===== src/hw/rtl/sacl_ram.sv =====
// ----------------------------------------------------------------------------
// sacl_ram
// generic single write port, single read port ram with registered read
// ----------------------------------------------------------------------------
module sacl_ram #(
	parameter int WIDTH = 8,
	parameter int DEPTH = 16
) (
	input  logic                     clk,
	input  logic                     we,
	input  logic [$clog2(DEPTH)-1:0] waddr,
	input  logic [WIDTH-1:0]         wdata,
	input  logic                     re,
	input  logic [$clog2(DEPTH)-1:0] raddr,
	output logic [WIDTH-1:0]         rdata
);

	logic [WIDTH-1:0] mem_q [DEPTH];

	always_ff @(posedge clk) begin
		if (we) begin
			mem_q[waddr] <= wdata;
		end
		if (re) begin
			rdata <= mem_q[raddr];
		end
	end

endmodule


===== config.mk =====
export PLATFORM = sky130hd
export DESIGN_NAME = sacl_ram
export DESIGN_NICKNAME = d
export VERILOG_FILES = /design/src/hw/rtl/sacl_ram.sv
export SDC_FILE = /design/constraint.sdc
export NUM_CORES = 1
export LEC_CHECK = 0
export BUFFER_PORTS_ARGS = -buffer_cell sky130_fd_sc_hd__buf_2
export CORE_MARGIN = 3
export CORE_UTILIZATION = 55
export CTS_BUF_LIST = sky130_fd_sc_hd__clkbuf_8
export DETAILED_ROUTE_END_ITERATION = 8
export PLACE_DENSITY = 0.82
export SLEW_MARGIN = 20
export SYNTH_ARGS = -nofsm -noshare
export SYNTH_HDL_FRONTEND = slang
export SYNTH_SLANG_ARGS = --single-unit

===== constraint.sdc =====
create_clock -name clk -period 2.51 [get_ports clk]
set_input_delay 0.502 -clock clk [delete_from_list [all_inputs] [get_ports clk]]
set_output_delay 0.502 -clock clk [all_outputs]
set_load 0.03 [all_outputs]

After elaboration in Yosys (flattened, before gate mapping)
Memory sizes are Yosys's and may differ from the RTL's. A register that Yosys moved wholly into a read port is not among the register bits. Index checks and enable logic that the tools add are counted. W data, S select, Z words.

Memories kept: 1. Input bits: 19. Output and inout bits: 8. Memory bits (writable): 128. Word-level logic and storage cells: 3. Latch bits: 0. ROM bits: 0. Register bits: 0.

Memory list: mem_q (depth 16, width 8, read ports 1, clocked after memory_dff 1, wr ports 1, line 18) `logic [WIDTH-1:0] mem_q [DEPTH];`.

Reduce and logical (&&, ||, !) cells: 0. Div/mod/pow operators: 0. Equality and inequality tests: 0. $mul: 0. $lt $le $gt $ge: 0. Multiplexer cells: 2. Add/subtract/negate cells: 0. Bitwise gates (word level): 0. Shifts and indexed selects: 0.

Operators by type and width (count): $mux W1 (2).

Depth between registers and ports, before layout
Depth after elaboration: 2. Gate-level depth with buffers: 5. Mapped depth without buffers: 3.

Worst setup path after synthesis
Ideal clock, no wire load.

Path kind: input port to flip-flop. From: input waddr[2]. To: memory mem_q[0][0], enable pin. Required time: 2127 ps. Data arrival time: 1612 ps. Cell stages on the path: 2. Slack: 515 ps. Library setup time: 383 ps. Path through: or3b_2 -> nor3_1.

RTL lines: start: declaration (line 11) `input logic [$clog2(DEPTH)-1:0] waddr,`; end: declaration (line 18).

Straight into the memory's write port.

==> results by stage <==
CTS:
- The later pin in the worst-skew pair is clocked with a latency of 0.43 ns.
- The largest buffer count on any clock path is 2.
- The post-CTS setup-driven buffer insertion count is 0.
- The cts-stage hold buffer count is 0.
- TritonCTS built the clock tree.
- The cell sitting at the root of the clock tree is a sky130_fd_sc_hd__clkbuf_8.
- The number of buffers created by CTS is 17.
- After clock tree synthesis, the repair step resized 0 gates.
- After clock tree synthesis, the clock-pin slew on the worst setup and hold paths is 0.07 ns.
- The H-tree was split into 4 levels.
- The clock sink count is 136.

Pwr:
- The worst-case IR drop observed on VDD is 0.000385 V.
- The sum of internal, switching and leakage power is 4.56 mW.
- Summed over all cells, the static leakage comes to 2.01 nW.
- The power density normalized to cell area is 762 mW/mm².

Layout:
- In the layout the commonest cells are sky130_fd_sc_hd__edfxtp_1 (136), sky130_fd_sc_hd__buf_2 (26), sky130_fd_sc_hd__mux4_2 (18), sky130_fd_sc_hd__clkbuf_8 (17).
- The number of antenna diodes in the final layout is 0.
- In the final layout, the share of cells above drive strength 1 is 0.308.
- The most frequent standard cell in the layout excluding fill and tap cells is sky130_fd_sc_hd__edfxtp_1.
- The post-layout instance count excluding filler cells is 421.
- The synthesis-to-layout area growth is 14.5%.
- The layout net count is 301.

STA:
- The hold violation total from the final report is 0.
- The clock skew after layout is 0.00743 ns.
- The tightest hold path in the finished design has a slack of 0.448 ns.
- The final-report setup violation count is 0.
- Timing would allow up to 599 MHz.
- The worst slew slack as a fraction of its limit is 0.542.
- The number of max-slew violations in the final report is 0.
- Summed over all failing endpoints, the final setup total negative slack is 0 ns.
- In the finished design, the share of the clock period the worst path needs comes to 0.665.
- The slew at the pin closest to its max-slew limit is 0.685 ns.
- The minimum period implied by the final worst setup slack is 1.67 ns.
- Setup repair after global routing left no endpoint under its margin.

GRT:
- The largest net degree at the start of global routing is 33.
- The number of antenna violations at the first check in global routing is 0.
- The global-route track usage on met1 is 0.297.
- The first-pass GRT wire length is 14.8 mm.
- For this run the aggregate overflow at the end of global routing stands at 0.
- The global routing met3 resource utilization is 0.0483.
- Across every metal layer, demand over resource in global routing totals 0.204.
- The number of global-route vias before repair is 2,454.
- The met2 track demand over resource in global routing is 0.305.
- The layer with the highest usage after global routing is met2.

Run:
- The tool flagged a number of max-cap violations equal to 0.

Setup path:
- The register-to-register setup slack is 0.99 ns.
- At the worst endpoint, the arrival time is 1.84 ns.
- The critical path in this run is classified as in -> reg.
- Along the worst path, the maximum fanout reaches 32.
- The nature of the critical path startpoint is a primary input.
- STA classifies the critical path endpoint as a flop.
- Data on the critical path is required at its endpoint by 2.68 ns.

Drt:
- The post-route antenna net violation count is 0.
- The ratio of routed vias to standard cells is 5.86.
- The detailed-routing iteration count for the pre-antenna-repair pass is 5.
- After detailed routing, the number of remaining DRC violations is 0.
- After detailed routing, the average wire length per cell comes to 23.0 µm.
- The routed layout has 2,465 vias.
- For this block, the routed nets add up to 9.68 mm of wire.
- The starting DRC count in detailed routing is 312.

Worst hold path:
- The path type of the worst min-delay path is in -> reg.

Floorplanning:
- The floorplan step set the die width to 103 µm.
- The floorplan step defined a die boundary enclosing 0.0107 mm².
- The floorplan step defined a core boundary enclosing 0.00898 mm².
- The initial core utilization is 0.582.
- The site row count is 34.
- Measured along the y axis, the die boundary spans 103 µm.
- In this run the count of I/O pins placed on the die edge is 27.

Logic synthesis:
- Counting every instance in the synthesized netlist gives 229.
- The share of synthesized area in the top cell type comes to 0.781.
- Synthesis inferred 136 register bits.
- The number of distinct library cells after synthesis is 18.
- The number of nets in the synthesized netlist is 248.
- The cell type with the largest total area after synthesis is sky130_fd_sc_hd__edfxtp_1.
- The mapped netlist covers 0.00523 mm².
- The share of the Yosys chip area taken by registers is 0.781.
- The per-instance average area after synthesis is 22.8 µm².
- Ranked by total cell area, the synthesized netlist is headed by sky130_fd_sc_hd__edfxtp_1 (78%), sky130_fd_sc_hd__mux4_2 (7.8%), sky130_fd_sc_hd__mux4_1 (7.0%), sky130_fd_sc_hd__a22oi_1 (2.3%), sky130_fd_sc_hd__nor2_1 (0.93%).
- The total of warnings raised by yosys is 0.

Run status:
- The flow ran to the end, and the final reports show no timing, DRC or antenna violations.

Placed design:
- Summed over all nets, the half-perimeter wirelength after detailed placement is 6.02 mm.
- Once placement completed, the tool counted placed cells totaling 389.
- The count of input and output buffers is 26.
- The global placer's final weighted congestion is 0.806.
cells in the mapped netlist (all sizes together):
library cell	n
a22oi	16
and2	1
and2b	1
buf	7
clkdlybuf4s25	3
edfxtp	136
mux4	32
nand2	9
nand2b	2
nand3	1
nand3b	2
nor2	13
nor2b	1
nor3	4
or3b	1
logic make-up (layout without fill, tap and decap cells):
family / after synthesis / in the layout / synth area share
compound gates: 16 / 16 / 0.0230
flops: 136 / 136 / 0.781
mux: 32 / 32 / 0.148
simple gates: 35 / 35 / 0.0314
buf+inv: 10 / 76 / 0.0165
routing by layer:
| layer | vias up | part of all wire |
|---|---|---|
| met4 | 0 | 0.017 |
| met2 | 124 | 0.50 |
| met3 | 19 | 0.084 |
| met1 | 1238 | 0.40 |
| li1 | 1084 | - |
| met5 | - | 0 |
power by group:
part	switching, mW	internal [mW]	total, mW
combinational	0.150	0.0990	0.249
clock	0.778	0.964	1.74
sequential	0.0146	2.56	2.57
cell type report:
type | count | area (µm²)
multi-input cells | 83 | 1060
well taps | 126 | 158
flip-flops and latches | 136 | 4080
clock inverters | 15 | 163
fillers | 550 | 2990
clock buffers | 17 | 234
repair buffers | 44 | 290
registers in the layout, summed over array words and instances, names as in the netlist:
register / flops
rdata: 8
mem_q: 128
per-stage QoR:
stage | utilization | setup slack (ns) | area, µm²
after detailed placement | 0.623 | 0.395 | 5590
after CTS | 0.667 | 0.849 | 5990
after global routing | 0.667 | 0.802 | 5990
final | 0.667 | 0.842 | 5990
after global placement | 0.623 | 0.416 | 5590
after floorplan | - | 0.515 | 5230
critical path, stage by stage:
cell and delay [ns]:
sky130_fd_sc_hd__buf_2 0.10, sky130_fd_sc_hd__buf_12 0.25, sky130_fd_sc_hd__mux4_1 0.60, sky130_fd_sc_hd__a22oi_1 0.27, sky130_fd_sc_hd__nand2_1 0.11
final timing paths:
check        endpoint          from  cells after the start
min reg2reg  rdata[3]  mem_q[14][3]                      3
max reg2reg  rdata[1]   mem_q[3][1]                      3
min          rdata[2]            re                      1
max          rdata[1]      raddr[0]                      5
Power figures use the tool's default switching activity.
