==> config.mk <==
export PLATFORM = sky130hd
export DESIGN_NAME = sacl_way_update
export DESIGN_NICKNAME = d
export VERILOG_FILES = /design/src/hw/rtl/sacl_pkg.sv /design/src/hw/rtl/sacl_way_update.sv
export SDC_FILE = /design/constraint.sdc
export NUM_CORES = 1
export LEC_CHECK = 0
export ABC_AREA = 0
export BUFFER_PORTS_ARGS = -buffer_cell sky130_fd_sc_hd__buf_4
export CAP_MARGIN = 5
export CELL_PAD_IN_SITES_DETAIL_PLACEMENT = 1
export CELL_PAD_IN_SITES_GLOBAL_PLACEMENT = 2
export CORE_AREA = 2 2 248 250
export DETAILED_ROUTE_END_ITERATION = 10
export DIE_AREA = 0 0 250 252
export PLACE_DENSITY = 0.74
export REMOVE_ABC_BUFFERS = 1
export SKIP_LAST_GASP = 1
export SLEW_MARGIN = 25
export SYNTH_ARGS = -nofsm -noshare
export SYNTH_HDL_FRONTEND = slang
export SYNTH_SLANG_ARGS = --single-unit
==> constraint.sdc <==
create_clock -name vclk -period 23.2
set_clock_uncertainty 0.05 [all_clocks]
set_input_delay 4.64 -clock vclk [all_inputs]
set_output_delay 4.64 -clock vclk [all_outputs]
set_load 0.02 [all_outputs]
==> src/hw/rtl/sacl_pkg.sv <==
// ----------------------------------------------------------------------------
// sacl_pkg
// shared types and constants of the set-associative cache tag lookup
// ----------------------------------------------------------------------------
package sacl_pkg;

	localparam int MAX_SETS  = 256;
	localparam int MAX_WAYS  = 8;
	localparam int ADDR_BITS = 32;

	localparam int TAG_W     = 32;
	localparam int AGE_W     = 3;
	localparam int CFG_W     = 4;
	localparam int OUT_WAY_W = 3;
	localparam int SET_W     = (MAX_SETS > 1) ? $clog2(MAX_SETS) : 1;
	localparam int WAY_W     = (MAX_WAYS > 1) ? $clog2(MAX_WAYS) : 1;
	localparam int WCNT_W    = $clog2(MAX_WAYS + 1);
	localparam int SHIFT_W   = CFG_W + 1;
	// floor of log2 of the set count
	localparam int MAX_IB    = $clog2(MAX_SETS + 1) - 1;

	localparam logic [CFG_W-1:0] RST_OFFSET_BITS = CFG_W'(6);
	localparam logic [CFG_W-1:0] RST_INDEX_BITS  = CFG_W'(6);
	localparam logic [CFG_W-1:0] RST_WAYS_IN_USE = CFG_W'(4);
	localparam logic             RST_REPLACE     = 1'b0;

	typedef enum logic [1:0] {
		REG_OFFSET_BITS  = 2'd0,
		REG_INDEX_BITS   = 2'd1,
		REG_WAYS_IN_USE  = 2'd2,
		REG_REPLACE_MODE = 2'd3
	} cfg_reg_t;

	typedef enum logic {
		MODE_LRU  = 1'b0,
		MODE_FIFO = 1'b1
	} replace_mode_t;

	// one set of the tag store, held as one ram word
	typedef struct packed {
		logic [MAX_WAYS-1:0]            valid;
		logic [MAX_WAYS-1:0]            dirty;
		logic [MAX_WAYS-1:0][AGE_W-1:0] age;
		logic [MAX_WAYS-1:0][TAG_W-1:0] tag;
		logic [WAY_W-1:0]               fptr;
	} row_t;

	typedef struct packed {
		logic [WCNT_W-1:0] ways;
		replace_mode_t     mode;
	} lookup_cfg_t;

	typedef struct packed {
		logic                 hit;
		logic                 evicted;
		logic                 writeback;
		logic [OUT_WAY_W-1:0] way;
	} result_t;

endpackage

==> src/hw/rtl/sacl_way_update.sv <==
// ----------------------------------------------------------------------------
// sacl_way_update
// tag compare, victim choice and new contents of one set
// ----------------------------------------------------------------------------
module sacl_way_update (
	input  sacl_pkg::row_t                cur_row,
	input  logic [sacl_pkg::TAG_W-1:0]    tag,
	input  logic                          wr,
	input  sacl_pkg::lookup_cfg_t         cfg,
	output sacl_pkg::row_t                new_row,
	output sacl_pkg::result_t             res
);

	logic [sacl_pkg::MAX_WAYS-1:0]     in_use;
	logic [sacl_pkg::MAX_WAYS-1:0]     hit_vec;
	logic [sacl_pkg::MAX_WAYS-1:0]     inv_vec;
	logic                              any_hit;
	logic                              any_inv;
	logic [sacl_pkg::WAY_W-1:0]        hit_way;
	logic [sacl_pkg::WAY_W-1:0]        inv_way;
	logic [sacl_pkg::WAY_W-1:0]        lru_way;
	logic [sacl_pkg::AGE_W-1:0]        best_age;
	logic [sacl_pkg::WCNT_W-1:0]       fifo_ptr;
	logic [sacl_pkg::WCNT_W-1:0]       fifo_next;
	logic [sacl_pkg::WAY_W-1:0]        victim;
	logic                              evict;
	logic                              touch;
	logic [sacl_pkg::AGE_W-1:0]        ref_age;

	always_comb begin
		in_use  = '0;
		hit_vec = '0;
		inv_vec = '0;
		for (int v = 0; v < sacl_pkg::MAX_WAYS; v++) begin
			in_use[v]  = (sacl_pkg::WCNT_W'(v) < cfg.ways);
			hit_vec[v] = in_use[v] && cur_row.valid[v] && (cur_row.tag[v] == tag);
			inv_vec[v] = in_use[v] && !cur_row.valid[v];
		end
		any_hit = |hit_vec;
		any_inv = |inv_vec;

		// lowest matching and lowest invalid way
		hit_way = '0;
		inv_way = '0;
		for (int v = sacl_pkg::MAX_WAYS - 1; v >= 0; v--) begin
			if (hit_vec[v]) begin
				hit_way = sacl_pkg::WAY_W'(v);
			end
			if (inv_vec[v]) begin
				inv_way = sacl_pkg::WAY_W'(v);
			end
		end

		// oldest way in use, lowest index on a tie
		best_age = cur_row.age[0];
		lru_way  = '0;
		for (int v = 1; v < sacl_pkg::MAX_WAYS; v++) begin
			if (in_use[v] && (cur_row.age[v] > best_age)) begin
				best_age = cur_row.age[v];
				lru_way  = sacl_pkg::WAY_W'(v);
			end
		end

		// fifo pointer, out-of-range reads as zero
		fifo_ptr = sacl_pkg::WCNT_W'(cur_row.fptr);
		if (fifo_ptr >= cfg.ways) begin
			fifo_ptr = '0;
		end
		fifo_next = fifo_ptr + sacl_pkg::WCNT_W'(1);
		if (fifo_next >= cfg.ways) begin
			fifo_next = '0;
		end

		evict = !any_hit && !any_inv;
		touch = !(!any_hit && any_inv);
		if (any_hit) begin
			victim = hit_way;
		end else if (any_inv) begin
			victim = inv_way;
		end else if (cfg.mode == sacl_pkg::MODE_FIFO) begin
			victim = fifo_ptr[sacl_pkg::WAY_W-1:0];
		end else begin
			victim = lru_way;
		end
		ref_age = cur_row.age[victim];

		new_row = cur_row;
		for (int v = 0; v < sacl_pkg::MAX_WAYS; v++) begin
			if (sacl_pkg::WAY_W'(v) == victim) begin
				new_row.age[v] = '0;
			end else if (in_use[v]) begin
				if (touch) begin
					if (cur_row.age[v] < ref_age) begin
						new_row.age[v] = cur_row.age[v] + sacl_pkg::AGE_W'(1);
					end
				end else if (cur_row.valid[v] && (cur_row.age[v] != '1)) begin
					new_row.age[v] = cur_row.age[v] + sacl_pkg::AGE_W'(1);
				end
			end
		end

		if (any_hit) begin
			new_row.dirty[victim] = cur_row.dirty[victim] | wr;
		end else begin
			new_row.valid[victim] = 1'b1;
			new_row.dirty[victim] = wr;
			new_row.tag[victim]   = tag;
		end
		if (evict && (cfg.mode == sacl_pkg::MODE_FIFO)) begin
			new_row.fptr = fifo_next[sacl_pkg::WAY_W-1:0];
		end

		res.hit       = any_hit;
		res.evicted   = evict;
		res.writeback = evict && cur_row.dirty[victim];
		res.way       = sacl_pkg::OUT_WAY_W'(victim);
	end

endmodule

Word level (Yosys, flattened, before mapping) --
Cells that the tools add are included.
Cells by class: $add $sub $neg 9, $lt $le $gt $ge 27, equality and inequality tests 23, mux-type cells 89, bitwise logic cells 2, reduce and logical (&&, ||, !) cells 57
Operators by type and width (number):
- 256-bit bitwise mux | 1
- 32-bit == test | 8
- 256-bit 2-to-1 mux | 1
- 3-bit 2-to-1 mux | 75
- 32-bit demux with 3-bit select | 1
- 1-bit logical AND | 44
- 32-bit 2-to-1 mux | 1
- 3-bit by 1-bit adder with 3-bit output, second input constant | 8
- 3-bit less-than comparator | 8
- 3-bit inequality test, second input constant | 8
- 3-bit greater-than comparator | 7
- 8-bit bitwise mux | 2
- 3-bit by 4-bit less-than comparator with 1-bit output, first input constant | 4
- 8-bit 2-to-1 mux | 2
- 8-bit OR reduction | 2
- 3-bit == test, first input constant | 4
- 1-bit logical NOT | 10
- 3-bit binary-select mux with 3-bit select | 1
- 1-bit by 4-bit less-than comparator with 1-bit output, first input constant | 2
- 2-bit by 4-bit less-than comparator with 1-bit output, first input constant | 2
- 8-bit OR | 1
- 2-bit by 3-bit == test with 1-bit output, first input constant | 2
- 3-bit by 1-bit adder with 4-bit output, second input constant | 1
- 3-bit by 4-bit greater-or-equal comparator with 1-bit output | 1
- other kinds (9) | 11
Word-level totals: register bits after elaboration 0, input bits 337

Logic depth before layout (Yosys ltp) --
Gate-level depths: netlist of the first run.
depth after elaboration 31, mapped depth 65, mapped depth without buffers 61

Worst setup path after synthesis of the first run --
Ideal clock, no wire load.
path kind input port to output port, start point input port cur_row[261] (netlist bit), end point output port new_row[280] (netlist bit), arrival 16.126 ns, required time 18.510 ns, path slack 2.384 ns, stages 63, path buffers 4, cell sequence inv_1 > ha_1 > nand2_1 > o21ai_1 > buf_2 > nand2_1 > nand2_1 > o21ai_0 > ha_1 > or2_2 > nor2_1 > a221oi_1 > nor2_1 > o21ai_0 > mux2_2 > ha_1 > or2_2 > a21oi_1 > [27 not listed] > o21ai_0 > nand2b_1 > a21oi_1 > inv_1 > nor2_1 > nand3_1 > o31a_2 > buf_6 > buf_2 > buf_1 > a211oi_1 > a211oi_1 > a21oi_1 > ha_1 > o31ai_1 > o2111a_1 > nor3_1 > nor3_1
RTL lines:
- from (decl) | line sacl_way_update.sv:6 | input sacl_pkg::row_t cur_row,
- to (decl) | line sacl_way_update.sv:10 | output sacl_pkg::row_t new_row,

==> reports/metrics.yaml, run 1 <==
outcome: "complete, no violations"
setup_viol: 0
synthCells: 1222
min_from: "cur_row[56]"
fin_ws_ns: 1.13
required_ns: 18.51
finalHoldViolCount: 0
max_stage_delay_ns: 0.62
routabilityCongestion: 0.929
drt_iter0_drc: 706
gr-usage-all-layers: 0.244
worst_pin_slew_ns: 1.03
whs_path_depth: 4
finalMaxSlewViolations: 0
p_leak_nw: 6.71
seq_area_frac_synth: 0
yosys_warnings: 0
initial_core_util: 0.160
flops_and_latches: 0
crit_arrival_ns: 17.38
dp_slack_ns: 0.554
power_mw: 0.449
dieArea_um2: 63000
drt.antenna.violating_nets: 0
crit_slowest_cell: "o31a_2"
vias: 12445
crit_path_end_kind: "output pin"
crit_type: "primary input to output pin"
port_buffers: 642
dp_cells: 2549
hold_end: "new_row[56]"
ys_types: 77
slew_headroom: 0.311
finalCriticalPeriod_ns: 22.07
start_kind: "primary input"
wl_per_cell_um: 31.8
rsz0062_at_grt: "no"
num_rows: 90
whs_ns: 9.57
fmax_mhz: 45.3
grt_max_degree: 36
netlist_area_um2: 9650
finalWirelength_um: 81200
hp-class: "primary input to output pin"
die_h_um: 252
layout-drive-gt1-share: 0.544
grt-ovfl-total: 0
dp_hpwl_um: 68500
critPathMaxFanout: 29
grt_first_pass_wirelength_um: 108000
ir_drop_v: 0.0000108
die_x_um: 250
fin_nets: 2151
antenna_found_initial: 21
io_pins: 642
cts_resized: 0
cts_hold_buf: 0
regArea_um2: 0
dr.pass1.iters: 5
p_per_area_nw_per_um2: 29.9
grt_pass1_vias: 13161
area_delta_synth_final_pct: 55.7
vias_per_cell: 4.88
remaining_drc_errors: 0
clockBufferCount: 0
cap_violations: 0
post_cts_buffers: 0
fin_crit_sh: 0.951
avgSynthCellArea_um2: 7.89
stdcell_count: 2551
final.setup.tns_ns: 0
core_region_area_um2: 60100
## how the worst max path moves through the flow
stage / start / to / slack, ns / cells after the start
final: cur_row[261] / new_row[271] / 1.13 / 63
after detailed placement: cur_row[261] / new_row[273] / 0.55 / 61
after global placement: cur_row[261] / new_row[271] / 0.86 / 62
after CTS: cur_row[261] / new_row[273] / 0.52 / 61
after global routing: cur_row[261] / new_row[268] / 0.02 / 63
after floorplan: cur_row[261] / new_row[67] / 2.41 / 54
## cells in the final DEF, fill, tap and decap left out, types with 8 or more instances in the layout
cell type / count
nand2b_1: 14
o21ai_1: 12
o21ai_0: 47
nor2_1: 29
xor2_1: 236
nor3_1: 31
o31ai_1: 9
nor4_1: 61
or2_2: 9
mux2i_1: 19
xnor2_1: 19
nand3_1: 33
inv_1: 37
a211oi_1: 12
or3_1: 8
a21oi_1: 55
mux2_2: 258
o22ai_1: 8
nand4_1: 14
ha_1: 45
nand2_1: 49
buf_4: 654
## worst max-delay path, delay by kind of cell
family,cells,cell delay [ns]
simple gates,21,2.65
compound gates,25,5.30
mux,3,1.18
buf+inv,5,0.83
fa+ha+maj,9,2.75
## metal layers
metal | share of wire | up-vias | wire length, um | track usage
li1 | - | 5521 | - | -
met2 | 0.50 | 519 | 40900 | 0.449
met1 | 0.38 | 6253 | 31100 | 0.269
met4 | 0.040 | 32 | 3210 | 0.0813
met3 | 0.071 | 120 | 5800 | 0.0653
met5 | 0.0025 | - | 202 | 0
## power breakdown
| group | leakage [nW] | switching, mW | internal, mW |
|---|---|---|---|
| sequential | 0 | 0 | 0 |
| clock | 0.0000127 | 0 | 0.0000000117 |
| combinational | 6.71 | 0.263 | 0.186 |
## cell type report
cell class | count | area, um^2
fill | 7312 | 45100
multi-input combinational | 1071 | 8950
timing repair buffer | 655 | 4930
tap | 782 | 978
inverter | 41 | 154
antenna | 2 | 5.00
## cells in the mapped netlist, drive strengths merged, types with 2 or more instances
master	count	area, um^2
a211o	3	36.3
a211oi	16	155
a21boi	2	18.8
a21o	7	52.6
a21oi	56	280
a221oi	5	43.8
a31oi	6	37.5
a41o	2	20.0
and2	4	27.5
and3	2	12.5
and4	2	17.5
buf	103	593
clkbuf	7	26.3
ha	45	563
inv	40	150
mux2	260	2930
mux2i	21	226
nand2	54	205
nand2b	14	87.6
nand3	33	165
nand3b	2	15.0
nand4	14	87.6
nor2	30	115
nor2b	7	43.8
nor3	37	221
nor4	64	413
o211ai	3	22.5
o21a	7	52.6
o21ai	61	317
o21bai	2	15.0
o221ai	4	52.6
o22a	2	18.8
o22ai	8	50.1
o311a	2	20.0
o311ai	2	25.0
o31ai	10	80.1
or2	10	62.6
or3	8	50.1
xnor2	19	166
xor2	236	2070
## stage by stage
step | utilization | cell area, um^2
after floorplan | - | 9030
after global placement | 0.249 | 15000
after detailed placement | 0.249 | 15000
after CTS | 0.249 | 15000
after global routing | 0.250 | 15000
final | 0.250 | 15000
## kinds of logic (layout without fill, tap and decap cells)
family / after synthesis / count (layout) / share of synthesized area
mux: 281 / 281 / 0.327
xor+xnor: 255 / 255 / 0.232
compound gates: 206 / 206 / 0.142
fa+ha+maj: 46 / 46 / 0.0594
buf+inv: 151 / 696 / 0.0802
other cells: 0 / 2 / 0
simple gates: 283 / 283 / 0.160
Power figures use the tool's default switching activity.
==> run 2: changes to the inputs <==
--- a/config.mk
+++ b/config.mk
@@ -13,7 +13,7 @@
 export CORE_AREA = 2 2 248 250
 export DETAILED_ROUTE_END_ITERATION = 10
 export DIE_AREA = 0 0 250 252
-export PLACE_DENSITY = 0.74
+export PLACE_DENSITY_LB_ADDON = 0.1
 export REMOVE_ABC_BUFFERS = 1
 export SKIP_LAST_GASP = 1
 export SLEW_MARGIN = 25
==> reports/metrics.yaml, run 2 (same netlist as run 1, synthesis figures left out) <==
outcome: "complete, no violations"
whs_ns: 9.57
whs_path_depth: 4
cts_hold_buf: 0
fin_ws_ns: 1.34
port_buffers: 642
crit_type: "primary input to output pin"
initial_core_util: 0.160
cpMostUsedCell: "a21oi_1"
dp_cells: 2551
clockBufferCount: 0
hold_end: "new_row[56]"
drt_iter0_drc: 478
grt-ovfl-total: 0
grt_pass1_vias: 12653
cap_violations: 0
post_cts_buffers: 0
grt_first_pass_wirelength_um: 107000
fin_crit_sh: 0.942
flops_and_latches: 0
finalMaxSlewViolations: 0
drt.antenna.violating_nets: 0
fmax_mhz: 45.7
cts_resized: 0
vias_per_cell: 4.67
io_pins: 642
regArea_um2: 0
hp-class: "primary input to output pin"
finalWirelength_um: 80500
finalCriticalPeriod_ns: 21.86
die_h_um: 252
start_kind: "primary input"
gr-usage-all-layers: 0.242
core_region_area_um2: 60100
critPathMaxFanout: 29
dp_hpwl_um: 68700
rsz0062_at_grt: "no"
max_stage_delay_ns: 0.65
antenna_found_initial: 15
slew_headroom: 0.321
area_delta_synth_final_pct: 55.5
wl_per_cell_um: 31.5
final_common_cell: "buf_4"
fin_nets: 2153
dp_slack_ns: 1.38
dr.pass1.iters: 5
die_x_um: 250
final.setup.tns_ns: 0
layout-drive-gt1-share: 0.543
grt_max_degree: 36
num_rows: 90
crit_slowest_cell: "o31a_2"
stdcell_count: 2556
p_leak_nw: 6.72
remaining_drc_errors: 0
crit_arrival_ns: 17.17
dieArea_um2: 63000
min_from: "cur_row[56]"
required_ns: 18.51
power_mw: 0.440
setup_viol: 0
finalHoldViolCount: 0
crit_path_end_kind: "output pin"
worst_pin_slew_ns: 1.02
final_cell_mix: "buf_4 (656), mux2_2 (258), xor2_1 (236)"
ir_drop_v: 0.00000958
routabilityCongestion: 0.884
p_per_area_nw_per_um2: 29.4
vias: 11936
==> run 2: power by group <==
group / switching [mW] / leakage, nW / internal, mW
Clock: 0 / 0.0000317 / 0.0000000120
Sequential: 0 / 0 / 0
Combinational: 0.255 / 6.72 / 0.186
Total: 0.255 / 6.72 / 0.186
==> run 2: per-stage QoR <==
step,util,area (um^2)
2_1_floorplan,-,9030
3_3_place_gp,0.249,15000
3_5_place_dp,0.249,15000
4_1_cts,0.249,15000
5_1_grt,0.249,15000
6_report,0.249,15000
==> run 2: cell type report <==
class	instances	area (um^2)
well taps	782	978
multi-input cells	1071	8910
inverters	41	154
diodes	5	12.5
fillers	7233	45100
repair buffers	657	4940
==> run 2: how the worst max path moves through the flow <==
stage	start	endpoint	slack [ns]	cells after the start
after floorplan	cur_row[261]	new_row[67]	2.41	54
after CTS	cur_row[261]	new_row[259]	1.35	63
final	cur_row[261]	new_row[259]	1.34	63
after global placement	cur_row[261]	new_row[259]	1.70	64
after detailed placement	cur_row[261]	new_row[259]	1.38	63
after global routing	cur_row[261]	new_row[259]	0.34	63
==> run 2: routing by layer <==
metal | GRT usage | wire length (um)
met1 | 0.281 | 32700
met2 | 0.469 | 42900
met3 | 0.0544 | 4420
met4 | 0.0106 | 414
met5 | 0 | 106
==> run 2: worst max-delay path, delay by kind of cell <==
| kind | cells | cell delay [ns] |
|---|---|---|
| multiplexers | 4 | 1.51 |
| buffers and inverters | 8 | 1.21 |
| adder cells (fa/ha/maj) | 8 | 2.22 |
| AO/OA/AOI/OAI | 26 | 5.34 |
| AND/OR/NAND/NOR | 17 | 2.21 |
